===== src/rtl/sgbb_pkg.sv =====
`timescale 1ns / 1ps
// ----------------------------------------------------------------------------
// sgbb_pkg: shared types and constants of the sphere grid bounding box
// Field widths, stream packing offsets, register codes, status codes and the
// structs that run between the sequencer and the axis scan units.
// ----------------------------------------------------------------------------
package sgbb_pkg;

  // field widths
  localparam int COORD_W   = 32;  // signed Q16.16 center
  localparam int REG_W     = 31;  // unsigned Q15.16 step and side registers
  localparam int RADIUS_W  = 31;  // unsigned Q15.16 radius
  localparam int NEED_W    = 10;  // required box width
  localparam int BOX_W     = 12;  // signed box ends
  localparam int CFG_IDX_W = 3;

  // default grid size per axis
  localparam int unsigned GRID_POINTS_DEF = 128;

  // register reset values
  localparam logic [REG_W-1:0] STEP_RESET = REG_W'(65536);    // 1.0
  localparam logic [REG_W-1:0] SIDE_RESET = REG_W'(8388608);  // 128.0

  // input tdata layout, lowest bits first
  localparam int IN_CX  = 0;
  localparam int IN_CY  = IN_CX + COORD_W;
  localparam int IN_CZ  = IN_CY + COORD_W;
  localparam int IN_R   = IN_CZ + COORD_W;
  localparam int IN_NX  = IN_R + RADIUS_W;
  localparam int IN_NY  = IN_NX + NEED_W;
  localparam int IN_NZ  = IN_NY + NEED_W;
  localparam int IN_USED = IN_NZ + NEED_W;
  localparam int IN_TDATA_W = ((IN_USED + 7) / 8) * 8;

  // output tdata layout, lowest bits first
  localparam int OUT_LX = 0;
  localparam int OUT_HX = OUT_LX + BOX_W;
  localparam int OUT_LY = OUT_HX + BOX_W;
  localparam int OUT_HY = OUT_LY + BOX_W;
  localparam int OUT_LZ = OUT_HY + BOX_W;
  localparam int OUT_HZ = OUT_LZ + BOX_W;
  localparam int OUT_FX = OUT_HZ + BOX_W;
  localparam int OUT_FY = OUT_FX + 1;
  localparam int OUT_FZ = OUT_FY + 1;
  localparam int OUT_ST = OUT_FZ + 1;
  localparam int OUT_EA = OUT_ST + 2;
  localparam int OUT_USED = OUT_EA + 2;
  localparam int OUT_TDATA_W = ((OUT_USED + 7) / 8) * 8;

  typedef enum logic [CFG_IDX_W-1:0] {
    REG_STEP_X = 3'd0,
    REG_STEP_Y = 3'd1,
    REG_STEP_Z = 3'd2,
    REG_SIDE_X = 3'd3,
    REG_SIDE_Y = 3'd4,
    REG_SIDE_Z = 3'd5
  } cfg_reg_t;

  typedef enum logic [1:0] {
    ST_OK    = 2'd0,  // box fits
    ST_WIDE  = 2'd1,  // box larger than required
    ST_SHORT = 2'd2   // shortfall over four, or nothing inside the sphere
  } status_t;

  typedef enum logic [1:0] {
    AX_X = 2'd0,
    AX_Y = 2'd1,
    AX_Z = 2'd2
  } axis_t;

  typedef enum logic [1:0] {
    S_IDLE,
    S_LOAD,
    S_SCAN,
    S_DONE
  } fsm_t;

  typedef struct packed {
    logic load;  // start a new scan
  } axis_ctrl_t;

  typedef struct packed {
    logic                    busy;
    logic signed [BOX_W-1:0] lo;
    logic signed [BOX_W-1:0] hi;
    logic                    fold;
    status_t                 cls;
  } axis_res_t;

endpackage


===== src/rtl/sgbb_axis.sv =====
`timescale 1ns / 1ps
// ----------------------------------------------------------------------------
// sgbb_axis: one-axis grid scan unit
// Walks grid indices -N .. 2N-2 one per cycle with a running distance
// register, tracks the first and last index inside the sphere, then pads.
// ----------------------------------------------------------------------------
module sgbb_axis #(
  parameter int unsigned NPTS = sgbb_pkg::GRID_POINTS_DEF
) (
  input  logic                                   clk,
  input  logic                                   rst_n,
  input  sgbb_pkg::axis_ctrl_t                   ctrl,
  input  logic signed [sgbb_pkg::COORD_W-1:0]    center,
  input  logic        [sgbb_pkg::REG_W-1:0]      step,
  input  logic        [sgbb_pkg::REG_W-1:0]      side,
  input  logic        [sgbb_pkg::RADIUS_W-1:0]   radius,
  input  logic        [sgbb_pkg::NEED_W-1:0]     need,
  output sgbb_pkg::axis_res_t                    res
);
  import sgbb_pkg::*;

  localparam int IW = $clog2(NPTS) + 3;          // signed grid index
  localparam int DW = 33 + $clog2(2 * NPTS);     // signed distance center - point
  localparam int FW = ((IW > NEED_W) ? IW : NEED_W) + 2;
  localparam int FIRST_I = -int'(NPTS);
  localparam int LAST_I  = 2 * int'(NPTS) - 2;
  localparam logic signed [IW-1:0] IDX_FIRST = IW'(FIRST_I);
  localparam logic signed [IW-1:0] IDX_LAST  = IW'(LAST_I);
  localparam logic [DW-1:0]        SPAN_MUL  = DW'(NPTS);
  localparam logic signed [FW-1:0] HI_FOLD   = FW'(int'(NPTS) - 1);

  logic signed [DW-1:0] dist_r;
  logic signed [IW-1:0] idx_r;
  logic signed [IW-1:0] mn_r;
  logic signed [IW-1:0] mx_r;
  logic                 found_r;
  logic                 busy_r;

  logic signed [DW-1:0] dist_start;
  logic signed [DW-1:0] step_ext;
  logic signed [DW-1:0] rad_ext;
  logic                 in_ball;

  logic signed [FW-1:0] mn_e;
  logic signed [FW-1:0] mx_e;
  logic signed [FW-1:0] width;
  logic signed [FW-1:0] diff;
  logic signed [FW-1:0] lo_f;
  logic signed [FW-1:0] hi_f;
  logic                 fold;
  status_t              cls;

  // distance at index -N is center + N*step
  assign step_ext   = $signed(DW'(step));
  assign rad_ext    = $signed(DW'(radius));
  assign dist_start = DW'(center) + $signed(DW'(step) * SPAN_MUL);
  assign in_ball    = (dist_r < rad_ext) && (dist_r > -rad_ext);

  always_ff @(posedge clk) begin
    if (!rst_n) begin
      busy_r  <= 1'b0;
      found_r <= 1'b0;
    end else if (ctrl.load) begin
      busy_r  <= 1'b1;
      found_r <= 1'b0;
    end else if (busy_r) begin
      if (idx_r == IDX_LAST) begin
        busy_r <= 1'b0;
      end
      if (in_ball) begin
        found_r <= 1'b1;
      end
    end
  end

  always_ff @(posedge clk) begin
    if (ctrl.load) begin
      dist_r <= dist_start;
      idx_r  <= IDX_FIRST;
    end else if (busy_r) begin
      dist_r <= dist_r - step_ext;
      idx_r  <= idx_r + IW'(1);
      if (in_ball && !found_r) begin
        mn_r <= idx_r;
      end
      if (in_ball) begin
        mx_r <= idx_r;
      end
    end
  end

  // even count, one point margin each side, then pad up to the need
  always_comb begin
    mn_e  = FW'(mn_r) - FW'(1);
    mx_e  = FW'(mx_r) + FW'(1) + ((mn_r[0] == mx_r[0]) ? FW'(1) : FW'(0));
    width = mx_e - mn_e + FW'(1);
    diff  = $signed(FW'(need)) - width;
    lo_f  = mn_e;
    hi_f  = mx_e;
    cls   = ST_OK;
    if (!found_r) begin
      lo_f = '0;
      hi_f = '0;
      cls  = ST_SHORT;
    end else if (diff < 0) begin
      cls = ST_WIDE;
    end else if (diff == FW'(1)) begin
      lo_f = mn_e - FW'(1);
    end else if (diff == FW'(2)) begin
      lo_f = mn_e - FW'(1);
      hi_f = mx_e + FW'(1);
    end else if (diff == FW'(3)) begin
      lo_f = mn_e - FW'(2);
      hi_f = mx_e + FW'(1);
    end else if (diff == FW'(4)) begin
      lo_f = mn_e - FW'(2);
      hi_f = mx_e + FW'(2);
    end else if (diff > FW'(4)) begin
      cls = ST_SHORT;
    end
    // whole axis when the sphere spans a cell; status still from the scan
    fold = ({1'b0, side} <= {radius, 1'b0});
    if (fold) begin
      lo_f = '0;
      hi_f = HI_FOLD;
    end
  end

  assign res.busy = busy_r;
  assign res.lo   = BOX_W'(lo_f);
  assign res.hi   = BOX_W'(hi_f);
  assign res.fold = fold;
  assign res.cls  = cls;

endmodule


===== src/rtl/sphere_grid_bounding_box.sv =====
`timescale 1ns / 1ps
// ----------------------------------------------------------------------------
// sphere_grid_bounding_box: grid box around a sphere, per axis
// Scans each axis for the grid indices inside a sphere and returns a padded
// box per axis with fold flags and a status code.
// ----------------------------------------------------------------------------
// An item passes from input transfer to result through the load, scan and done
// states: each axis unit tests one grid index per cycle over the 3N-1 indices
// -N .. 2N-2, where N is that axis's GRID_X_POINTS, GRID_Y_POINTS or
// GRID_Z_POINTS, and the three axes run side by side. The input is
// not ready while a scan runs; a finished result sits in the output register
// and the next item is taken while it waits. Registers are written on the cfg
// channel, which is always ready, and must only change while no item is in
// flight. Grid point i of an axis lies at step*i; a point counts when its
// distance to the center is strictly below the radius. An axis whose cell side
// is at most twice the radius reports the full range 0 .. N-1.
// ----------------------------------------------------------------------------
module sphere_grid_bounding_box #(
  parameter int unsigned GRID_X_POINTS = sgbb_pkg::GRID_POINTS_DEF,
  parameter int unsigned GRID_Y_POINTS = sgbb_pkg::GRID_POINTS_DEF,
  parameter int unsigned GRID_Z_POINTS = sgbb_pkg::GRID_POINTS_DEF
) (
  input  logic                                 clk,
  input  logic                                 rst_n,
  // center_x, center_y, center_z, sphere_radius, need_x, need_y, need_z, pad
  input  logic [sgbb_pkg::IN_TDATA_W-1:0]      in_tdata,
  input  logic                                 in_tvalid,
  output logic                                 in_tready,
  // low_x, high_x, low_y, high_y, low_z, high_z, fold_x, fold_y, fold_z,
  // status, error_axis, pad
  output logic [sgbb_pkg::OUT_TDATA_W-1:0]     out_tdata,
  output logic                                 out_tvalid,
  input  logic                                 out_tready,
  input  logic                                 cfg_valid,
  output logic                                 cfg_ready,
  input  logic [sgbb_pkg::CFG_IDX_W-1:0]       cfg_index,
  input  logic [sgbb_pkg::REG_W-1:0]           cfg_data
);
  import sgbb_pkg::*;

  // configuration registers, order x, y, z
  logic [REG_W-1:0] step_r [3];
  logic [REG_W-1:0] side_r [3];

  // item held for the duration of the scan
  logic signed [COORD_W-1:0] center_r [3];
  logic [NEED_W-1:0]         need_r [3];
  logic [RADIUS_W-1:0]       radius_r;

  fsm_t state_r;
  fsm_t state_nxt;

  axis_ctrl_t ctrl;
  axis_res_t  res [3];
  logic       out_load;
  logic       in_xfer;
  logic       scan_busy;

  logic       out_valid_r;
  logic [OUT_TDATA_W-1:0] out_data_r;
  logic [OUT_TDATA_W-1:0] out_pack;
  status_t    status;
  axis_t      err_axis;

  assign cfg_ready = 1'b1;
  assign in_xfer   = in_tvalid && in_tready;
  assign scan_busy = res[0].busy || res[1].busy || res[2].busy;

  // register writes; an index beyond the list is dropped
  always_ff @(posedge clk) begin
    if (!rst_n) begin
      for (int a = 0; a < 3; a++) begin
        step_r[a] <= STEP_RESET;
        side_r[a] <= SIDE_RESET;
      end
    end else if (cfg_valid && cfg_ready) begin
      case (cfg_index)
        REG_STEP_X: step_r[0] <= cfg_data;
        REG_STEP_Y: step_r[1] <= cfg_data;
        REG_STEP_Z: step_r[2] <= cfg_data;
        REG_SIDE_X: side_r[0] <= cfg_data;
        REG_SIDE_Y: side_r[1] <= cfg_data;
        REG_SIDE_Z: side_r[2] <= cfg_data;
        default: ;
      endcase
    end
  end

  // capture the item on its transfer
  always_ff @(posedge clk) begin
    if (in_xfer) begin
      center_r[0] <= in_tdata[IN_CX +: COORD_W];
      center_r[1] <= in_tdata[IN_CY +: COORD_W];
      center_r[2] <= in_tdata[IN_CZ +: COORD_W];
      radius_r    <= in_tdata[IN_R  +: RADIUS_W];
      need_r[0]   <= in_tdata[IN_NX +: NEED_W];
      need_r[1]   <= in_tdata[IN_NY +: NEED_W];
      need_r[2]   <= in_tdata[IN_NZ +: NEED_W];
    end
  end

  // sequencer: take item, start the axis units, wait, hand off the result
  always_ff @(posedge clk) begin
    if (!rst_n) begin
      state_r <= S_IDLE;
    end else begin
      state_r <= state_nxt;
    end
  end

  always_comb begin
    state_nxt = state_r;
    case (state_r)
      S_IDLE: begin
        if (in_tvalid) begin
          state_nxt = S_LOAD;
        end
      end
      S_LOAD: state_nxt = S_SCAN;
      S_SCAN: begin
        if (!scan_busy) begin
          state_nxt = S_DONE;
        end
      end
      S_DONE: begin
        // hold until the output register is free
        if (!out_valid_r || out_tready) begin
          state_nxt = S_IDLE;
        end
      end
      default: state_nxt = S_IDLE;
    endcase
  end

  always_comb begin
    in_tready = 1'b0;
    ctrl.load = 1'b0;
    out_load  = 1'b0;
    case (state_r)
      S_IDLE: in_tready = 1'b1;
      S_LOAD: ctrl.load = 1'b1;
      S_SCAN: ;
      S_DONE: out_load = !out_valid_r || out_tready;
      default: ;
    endcase
  end

  sgbb_axis #(.NPTS(GRID_X_POINTS)) u_axis_x (
    .clk    (clk),
    .rst_n  (rst_n),
    .ctrl   (ctrl),
    .center (center_r[0]),
    .step   (step_r[0]),
    .side   (side_r[0]),
    .radius (radius_r),
    .need   (need_r[0]),
    .res    (res[0])
  );

  sgbb_axis #(.NPTS(GRID_Y_POINTS)) u_axis_y (
    .clk    (clk),
    .rst_n  (rst_n),
    .ctrl   (ctrl),
    .center (center_r[1]),
    .step   (step_r[1]),
    .side   (side_r[1]),
    .radius (radius_r),
    .need   (need_r[1]),
    .res    (res[1])
  );

  sgbb_axis #(.NPTS(GRID_Z_POINTS)) u_axis_z (
    .clk    (clk),
    .rst_n  (rst_n),
    .ctrl   (ctrl),
    .center (center_r[2]),
    .step   (step_r[2]),
    .side   (side_r[2]),
    .radius (radius_r),
    .need   (need_r[2]),
    .res    (res[2])
  );

  // an oversized box on any axis wins over a short or empty one;
  // within a class the first axis is reported
  always_comb begin
    status   = ST_OK;
    err_axis = AX_X;
    for (int a = 2; a >= 0; a--) begin
      if (res[a].cls == ST_SHORT) begin
        status   = ST_SHORT;
        err_axis = axis_t'(2'(a));
      end
    end
    for (int a = 2; a >= 0; a--) begin
      if (res[a].cls == ST_WIDE) begin
        status   = ST_WIDE;
        err_axis = axis_t'(2'(a));
      end
    end
  end

  always_comb begin
    out_pack = '0;
    out_pack[OUT_LX +: BOX_W] = res[0].lo;
    out_pack[OUT_HX +: BOX_W] = res[0].hi;
    out_pack[OUT_LY +: BOX_W] = res[1].lo;
    out_pack[OUT_HY +: BOX_W] = res[1].hi;
    out_pack[OUT_LZ +: BOX_W] = res[2].lo;
    out_pack[OUT_HZ +: BOX_W] = res[2].hi;
    out_pack[OUT_FX]          = res[0].fold;
    out_pack[OUT_FY]          = res[1].fold;
    out_pack[OUT_FZ]          = res[2].fold;
    out_pack[OUT_ST +: 2]     = status;
    out_pack[OUT_EA +: 2]     = err_axis;
  end

  // output register: advance on load, drop valid once the transfer is done
  always_ff @(posedge clk) begin
    if (!rst_n) begin
      out_valid_r <= 1'b0;
    end else if (out_load) begin
      out_valid_r <= 1'b1;
    end else if (out_tready) begin
      out_valid_r <= 1'b0;
    end
  end

  always_ff @(posedge clk) begin
    if (out_load) begin
      out_data_r <= out_pack;
    end
  end

  assign out_tvalid = out_valid_r;
  assign out_tdata  = out_data_r;

endmodule


===== config.mk =====
export PLATFORM = sky130hd
export DESIGN_NAME = sphere_grid_bounding_box
export DESIGN_NICKNAME = d
export VERILOG_FILES = /design/src/rtl/sgbb_pkg.sv /design/src/rtl/sgbb_axis.sv /design/src/rtl/sphere_grid_bounding_box.sv
export SDC_FILE = /design/constraint.sdc
export NUM_CORES = 2
export LEC_CHECK = 0
export BUFFER_PORTS_ARGS = -buffer_cell sky130_fd_sc_hd__buf_2
export CAP_MARGIN = 15
export CORE_AREA = 2 2 305 307
export DETAILED_ROUTE_END_ITERATION = 10
export DIE_AREA = 0 0 307 309
export PLACE_DENSITY = 0.69
export REMOVE_ABC_BUFFERS = 1
export SLEW_MARGIN = 25
export SYNTH_ARGS = -nofsm -noshare
export SYNTH_HDL_FRONTEND = slang
export SYNTH_SLANG_ARGS = --single-unit
export TNS_END_PERCENT = 30

===== constraint.sdc =====
create_clock -name clk -period 9.45 [get_ports clk]
set_clock_uncertainty 0.2 [all_clocks]
set_input_delay 1.89 -clock clk [delete_from_list [all_inputs] [get_ports clk]]
set_output_delay 1.89 -clock clk [all_outputs]
set_load 0.05 [all_outputs]

# Word level (Yosys, flattened, before mapping)
# Memories as Yosys holds them, arrays and structs flattened.
# Index checks and enable logic that the tools add are counted.
totals:
  register_bits: 332
  latch_bits: 0
  mem_bits_rw: 312
  romBits: 0
  mem_count: 4
mem_list:
  columns: ["memory", "depth", "word_bits", "read_ports", "rd_ports_with_merged_regs", "write_ports", "line_no", "rtl"]
  rows:
  - ["center_r", 3, 32, 3, 0, 3, "sphere_grid_bounding_box.sv:46", "logic signed [COORD_W-1:0] center_r [3];"]
  - ["side_r", 3, 31, 3, 0, 3, "sphere_grid_bounding_box.sv:43", "logic [REG_W-1:0] side_r [3];"]
  - ["step_r", 3, 31, 3, 0, 3, "sphere_grid_bounding_box.sv:42", "logic [REG_W-1:0] step_r [3];"]
  - ["need_r", 3, 10, 3, 0, 3, "sphere_grid_bounding_box.sv:47", "logic [NEED_W-1:0] need_r [3];"]
op_classes:
  add_sub_neg: 40
  mul: 0
  n_div: 0
  order_cmp: 15
  n_eq_ne: 35
  shifts: 0
  mux: 121
  n_bitwise: 11
  n_reduce_logical: 36
ops:
  columns: ["operator", "count"]
  rows:
  - ["$mux 12", 30]
  - ["$mux 41", 6]
  - ["$mux 31", 6]
  - ["$gt 41x41->1", 3]
  - ["$lt 41x32->1", 3]
  - ["$sub 41x32->41", 3]
  - ["$add 32x39->40", 3]
  - ["$le 31x32->1", 3]
  - ["$add 12x2->12 const B", 6]
  - ["$eq 12x3->1 const B", 6]
  - ["$mux 2", 30]
  - ["$mux 1", 45]
  - ["$neg 31->41", 1]
  - ["$add 12x12->12", 3]
  - ["$add 12x3->12 const B", 3]
  - ["$eq 12x2->1 const B", 3]
  - ["$eq 12x4->1 const B", 3]
  - ["$gt 12x4->1 const B", 3]
  - ["$lt 12x1->1 const B", 3]
  - ["$sub 11x12->12", 3]
  - ["$sub 12x12->12", 3]
  - ["$sub 12x2->12 const B", 3]
  - ["$sub 12x3->12 const B", 3]
  - ["$add 10x2->11 const B", 3]
  - ["other kinds (24)", 80]

# Depth between registers and ports, before layout
depth:
  ltp_word: 20
  ltp_mapped: 22
  mapped_depth_nobuf: 20

# Hierarchy
# Synthesis repeated with hierarchy kept, for this count alone.
unflattened:
  hier_cells: 4657
  hier_area_um2: 47090.2
modules_own_cells:
  columns: ["module", "n_inst", "cells_each", "area_each_um2", "seq_area_each_um2"]
  rows:
  - ["sphere_grid_bounding_box", 1, 552, 13524.2, 12732.2]
  - ["sgbb_axis (u_axis_z)", 1, 1371, 11260.8, 2072.0]
  - ["sgbb_axis (u_axis_y)", 1, 1367, 11159.5, 2072.0]
  - ["sgbb_axis (u_axis_x)", 1, 1367, 11145.7, 2072.0]

# Worst setup path after synthesis
# Ideal clock, no wire load.
synth_path:
  path_kind: "in2reg"
  from: "in out_tready"
  to: "reg out_data_r[0] (netlist: out_tdata[0]), enable pin"
  arrival_ps: 5467
  slack_ps: 3256
  cell_stages: 2
  path_buffers: 0
  cell_sequence: "nor2b_1 nor2b_1"
synth_via:
  elab_chain_len: 2
synth_rtl:
  columns: ["element", "line_no", "rtl"]
  rows:
  - ["from (decl)", "sphere_grid_bounding_box.sv:33", "input logic out_tready,"]
  - ["$logic_or 1x1->1", "sphere_grid_bounding_box.sv:143", "S_DONE: out_load = !out_valid_r || out_tready;"]
  - ["$mux 1", "sphere_grid_bounding_box.sv:139", "case (state_r)"]
  - ["named net out_load", "sphere_grid_bounding_box.sv:55", "logic out_load;"]
  - ["to (signal assigned)", "sphere_grid_bounding_box.sv:231", "out_data_r <= out_pack;"]
  - ["to (decl)", "sphere_grid_bounding_box.sv:60", "logic [OUT_TDATA_W-1:0] out_data_r;"]
# The timed path passes the listed nets, and every way through them passes these cells.
# A chain may end at the register's enable or synchronous reset.

# Final worst setup path
layout_path:
  from: "reg radius_r[1]"
  to: "reg u_axis_y.mn_r[6], enable pin"
layout_via:
  elab_chain_len: 5
layout_rtl:
  columns: ["element", "line_no", "rtl"]
  rows:
  - ["from (decl)", "sphere_grid_bounding_box.sv:48", "logic [RADIUS_W-1:0] radius_r;"]
  - ["from (signal assigned)", "sphere_grid_bounding_box.sv:95", "radius_r <= in_tdata[IN_R +: RADIUS_W];"]
  - ["$neg 31->41", "sgbb_axis.sv:57", "assign in_ball = (dist_r < rad_ext) && (dist_r > -rad_ext);"]
  - ["$gt 41x41->1", "sgbb_axis.sv:57", null]
  - ["$logic_and 1x1->1 (*)", "sgbb_axis.sv:57", null]
  - ["$logic_and 1x1->1 (*)", "sgbb_axis.sv:83", "if (in_ball && !found_r) begin"]
  - ["$reduce_and 3->1 (no source line) (*)", null, null]
  - ["to (signal assigned)", "sgbb_axis.sv:84", "mn_r <= idx_r;"]
  - ["to (decl)", "sgbb_axis.sv:34", "logic signed [IW-1:0] mn_r;"]
# Mark *: on every way between the ends. The rest lies on a longest branch, timed or not.

==> flow_summary_export.csv <==
group,metric,value,unit
placement,io_buffers,276,
sta,max_freq,0.144,GHz
layout,seq_area,18900,um2
layout,final_area,50800,um2
pwr,swShare,0.417,
outcome,status,"finished, final reports clean",
sta,fin_crit_sh,0.737,
sta,slew_violations,0,
grt,overflow,0,
clock_network,ctsRootBufferMaster,"clkbuf_16",
clock_network,cts.htree.levels,3,
clock_network,postCtsSetupBuffers,0,
clock_network,cts_buffers,75,
critical_path,critical_path_required,9540,ps
routing,met2_length,59800,um
critical_path,r2r_start,"radius_r[1]",
pwr,p_leak,21.1,nW
clock_network,postCtsResizedCells,0,
routing,drt-met1-wl,54100,um
layout,finalNonFillerCells,5930,
logic_synthesis,synth-seq-area-share,0.418,
clock_network,hold_buffers,0,
clock_network,clk_latency,670,ps
min_path,hold_path_class,"flop to flop",
grt,grt_pass1_vias,34500,
pwr,intPower,8.75,mW
sta,whs,320,ps
layout,syn_to_final_growth,12.1,%
pwr,p_per_area,296,nW/um2
critical_path,start_kind,"flop",
floorplanning,die-area,94900,um2
floorplanning,die_y,309,um
grt,grt_start_max_net_pins,198,
critical_path,crit_arrival,7050,ps
flow_run,drv_cap,0,
routing,remaining_drc_errors,0,
routing,drt_iter0_drc,2731,
layout,fillCellCount,8043,
logic_synthesis,ys.flop_type,"edfxtp_1",
logic_synthesis,syn_area,45300,um2
logic_synthesis,synth.avg_cell_area,10.4,um2
placement,place_inst,5779,
routing,wl_per_cell,21.3,um
routing,routed_wl,126000,um
min_path,min-delay-start,"center_r[0][32]",
layout,drive_gt1_frac,0.105,
critical_path,cp_max_fo,11,
clock_network,cts_tree,"built",
sta,tightest_slew,1010,ps
floorplanning,ios,282,
sta,tns,0,ps
clock_network,cts_num_sinks,644,
grt,grt_pass1_wl,192000,um
grt,antenna_found_initial,13,
logic_synthesis,yosysUniqueCellTypes,93,
routing,wl_met3,7540,um
grt,grt.total_usage,0.263,
sta,setup_viol,0,
layout,nets,5474,
clock_network,clk_pin_slew,50,ps
logic_synthesis,ys_ff_latch,644,
sta,rsz0062_at_grt,"false",
critical_path,endpoint_kind,"flop",
sta,hold_viol,0,
sta,fin_crit,6960,ps
routing,vias,35200,
pwr,p_sw,6.26,mW
layout,multi_input_area,25100,um2
floorplanning,core_area,91400,um2
logic_synthesis,synthArstFlopShare,0,
pwr,ir_worst_vdd,0.257,mV
routing,ant_nets,0,
placement,hpwl,98800,um
critical_path,startpoint,"radius_r[1]",
logic_synthesis,synth_edf_count,605,
sta,relSlewSlack,0.320,
floorplanning,die_w,307,um
pwr,seq_power_share,0.321,
pwr,total_power,15.0,mW
routing,vias_per_cell,5.93,
clock_network,clock_path_buffers,3,
floorplanning,rows,111,
pwr,pwr-share-comb,0.475,
placement,globalplace.congestion,0.954,
placement,place_area,48100,um2
logic_synthesis,synthCells,4377,
critical_path,crit_type,"flop to flop",
floorplanning,initial_utilization,0.496,
routing,drtPass1Iterations,6,
logic_synthesis,ys_warn_count,0,
pwr,p_clk_frac,0.204,
routing,top_layer,"met5",
worst max-delay path, cell delays in order (launching register included):
cell and delay (ps):
edfxtp_1 390, inv_1 330, ha_1 260, and3_1 230, nand4_1 240, nor3_1 490, nand2_1 280, or3_1 450
nand2b_1 300, nor4_1 530, ha_1 260, nand4_1 90, nor2_1 200, nor4b_1 510, o211ai_1 270, o211ai_1 210
a221oi_1 170, nor4_2 220, buf_4 250, nor2b_1 680
through the flow:
stage	util	worst slack, ps
5_1_grt	0.555	1910
2_1_floorplan	-	1700
6_report	0.556	2490
3_5_place_dp	0.527	2450
3_3_place_gp	0.527	2580
4_1_cts	0.555	2440
logic make-up (layout without fill, tap and decap cells):
kind of cell | Yosys count | after routing | synth area share
flops | 644 | 644 | 0.418
other cells | 2 | 14 | 0.000166
fa+ha+maj | 607 | 607 | 0.173
simple gates | 1261 | 1261 | 0.142
mux | 29 | 29 | 0.00665
buf+inv | 358 | 713 | 0.0302
compound gates | 1164 | 1164 | 0.169
xor+xnor | 312 | 312 | 0.0608
flip-flops by register name, indices dropped and copies added (netlist names), 31 cells and up:
signal           flops
radius_r            31
u_axis_x.dist_r     41
center_r            96
out_tdata           79
u_axis_z.dist_r     41
side_r              93
step_r              93
u_axis_y.dist_r     41
cells in the final DEF (no fill, tap or decap), types with 35 or more instances in the layout:
master,count
nand3_1,81
nand2b_1,68
a211oi_1,46
a21o_1,192
dfxtp_1,39
clkbuf_16,79
nor2_1,273
nor4_1,49
buf_2,276
ha_1,568
and2_1,74
nand2_1,282
fa_1,35
and3_1,42
inv_1,277
o21a_1,93
nand4_1,98
xor2_1,126
a21oi_1,277
nor2b_1,62
or3_1,51
o21ai_0,232
o211ai_1,36
edfxtp_1,605
nor3_1,95
xnor2_1,184
Yosys cell counts (15+ instances only):
cell,instances,area share
o31ai_1,34,0.0056
o21ai_0,236,0.026
and2_1,75,0.010
xor2_1,126,0.024
nor2b_1,63,0.0087
nand2_1,282,0.023
fa_1,35,0.015
o211ai_1,36,0.0060
o21a_1,93,0.015
nand4_1,98,0.014
edfxtp_1,605,0.40
a31oi_1,25,0.0035
nand2b_1,68,0.0094
nand3_1,81,0.0089
dfxtp_1,39,0.017
mux2i_1,20,0.0044
ha_1,569,0.16
nor2_1,273,0.023
a211o_1,17,0.0033
o21bai_1,33,0.0055
inv_1,278,0.023
o31a_1,20,0.0039
clkbuf_1,60,0.0050
or3_1,51,0.0070
nor3_1,95,0.010
o22ai_1,15,0.0021
and3_1,42,0.0058
xnor2_1,184,0.036
a21oi_1,278,0.031
a211oi_1,47,0.0078
nor4_1,51,0.0070
or2_2,20,0.0028
a21o_1,192,0.032
routing by layer:
layer  vias up  GRT usage
li1      17000          -
met4         8     0.0976
met3       230     0.0338
met5         -          0
met2      1085      0.448
met1     16800      0.344
power by group through the flow:
stage,registers (mW),logic (mW),clock network [mW]
5_1_grt,4.87,7.96,3.23
2_1_floorplan,4.68,5.24,0
3_5_place_dp,4.84,7.01,0
4_1_cts,4.79,7.06,3.12
6_report,4.82,7.12,3.07
3_3_place_gp,4.84,6.85,0
layout make-up:
| cell class | instances | area share |
|---|---|---|
| Multi-Input combinational cell | 3375 | 0.495 |
| Sequential cell | 644 | 0.373 |
| Clock buffer | 91 | 0.0398 |
| Timing Repair Buffer | 297 | 0.0306 |
| Tap cell | 1186 | 0.0292 |
| Inverter | 278 | 0.0205 |
| Clock inverter | 47 | 0.0110 |
| Antenna cell | 12 | 0.000591 |
path summary, 6_finish.rpt:
kind	end	slack [ps]	cells after the start
worst max-delay path	u_axis_y.mn_r[6]	2490	19
worst min-delay path	u_axis_y.dist_r[0]	320	2
worst max register to register	u_axis_y.mn_r[6]	2490	19
worst min register to register	u_axis_y.dist_r[0]	320	2
No activity file was read; power rests on OpenSTA's default activity.
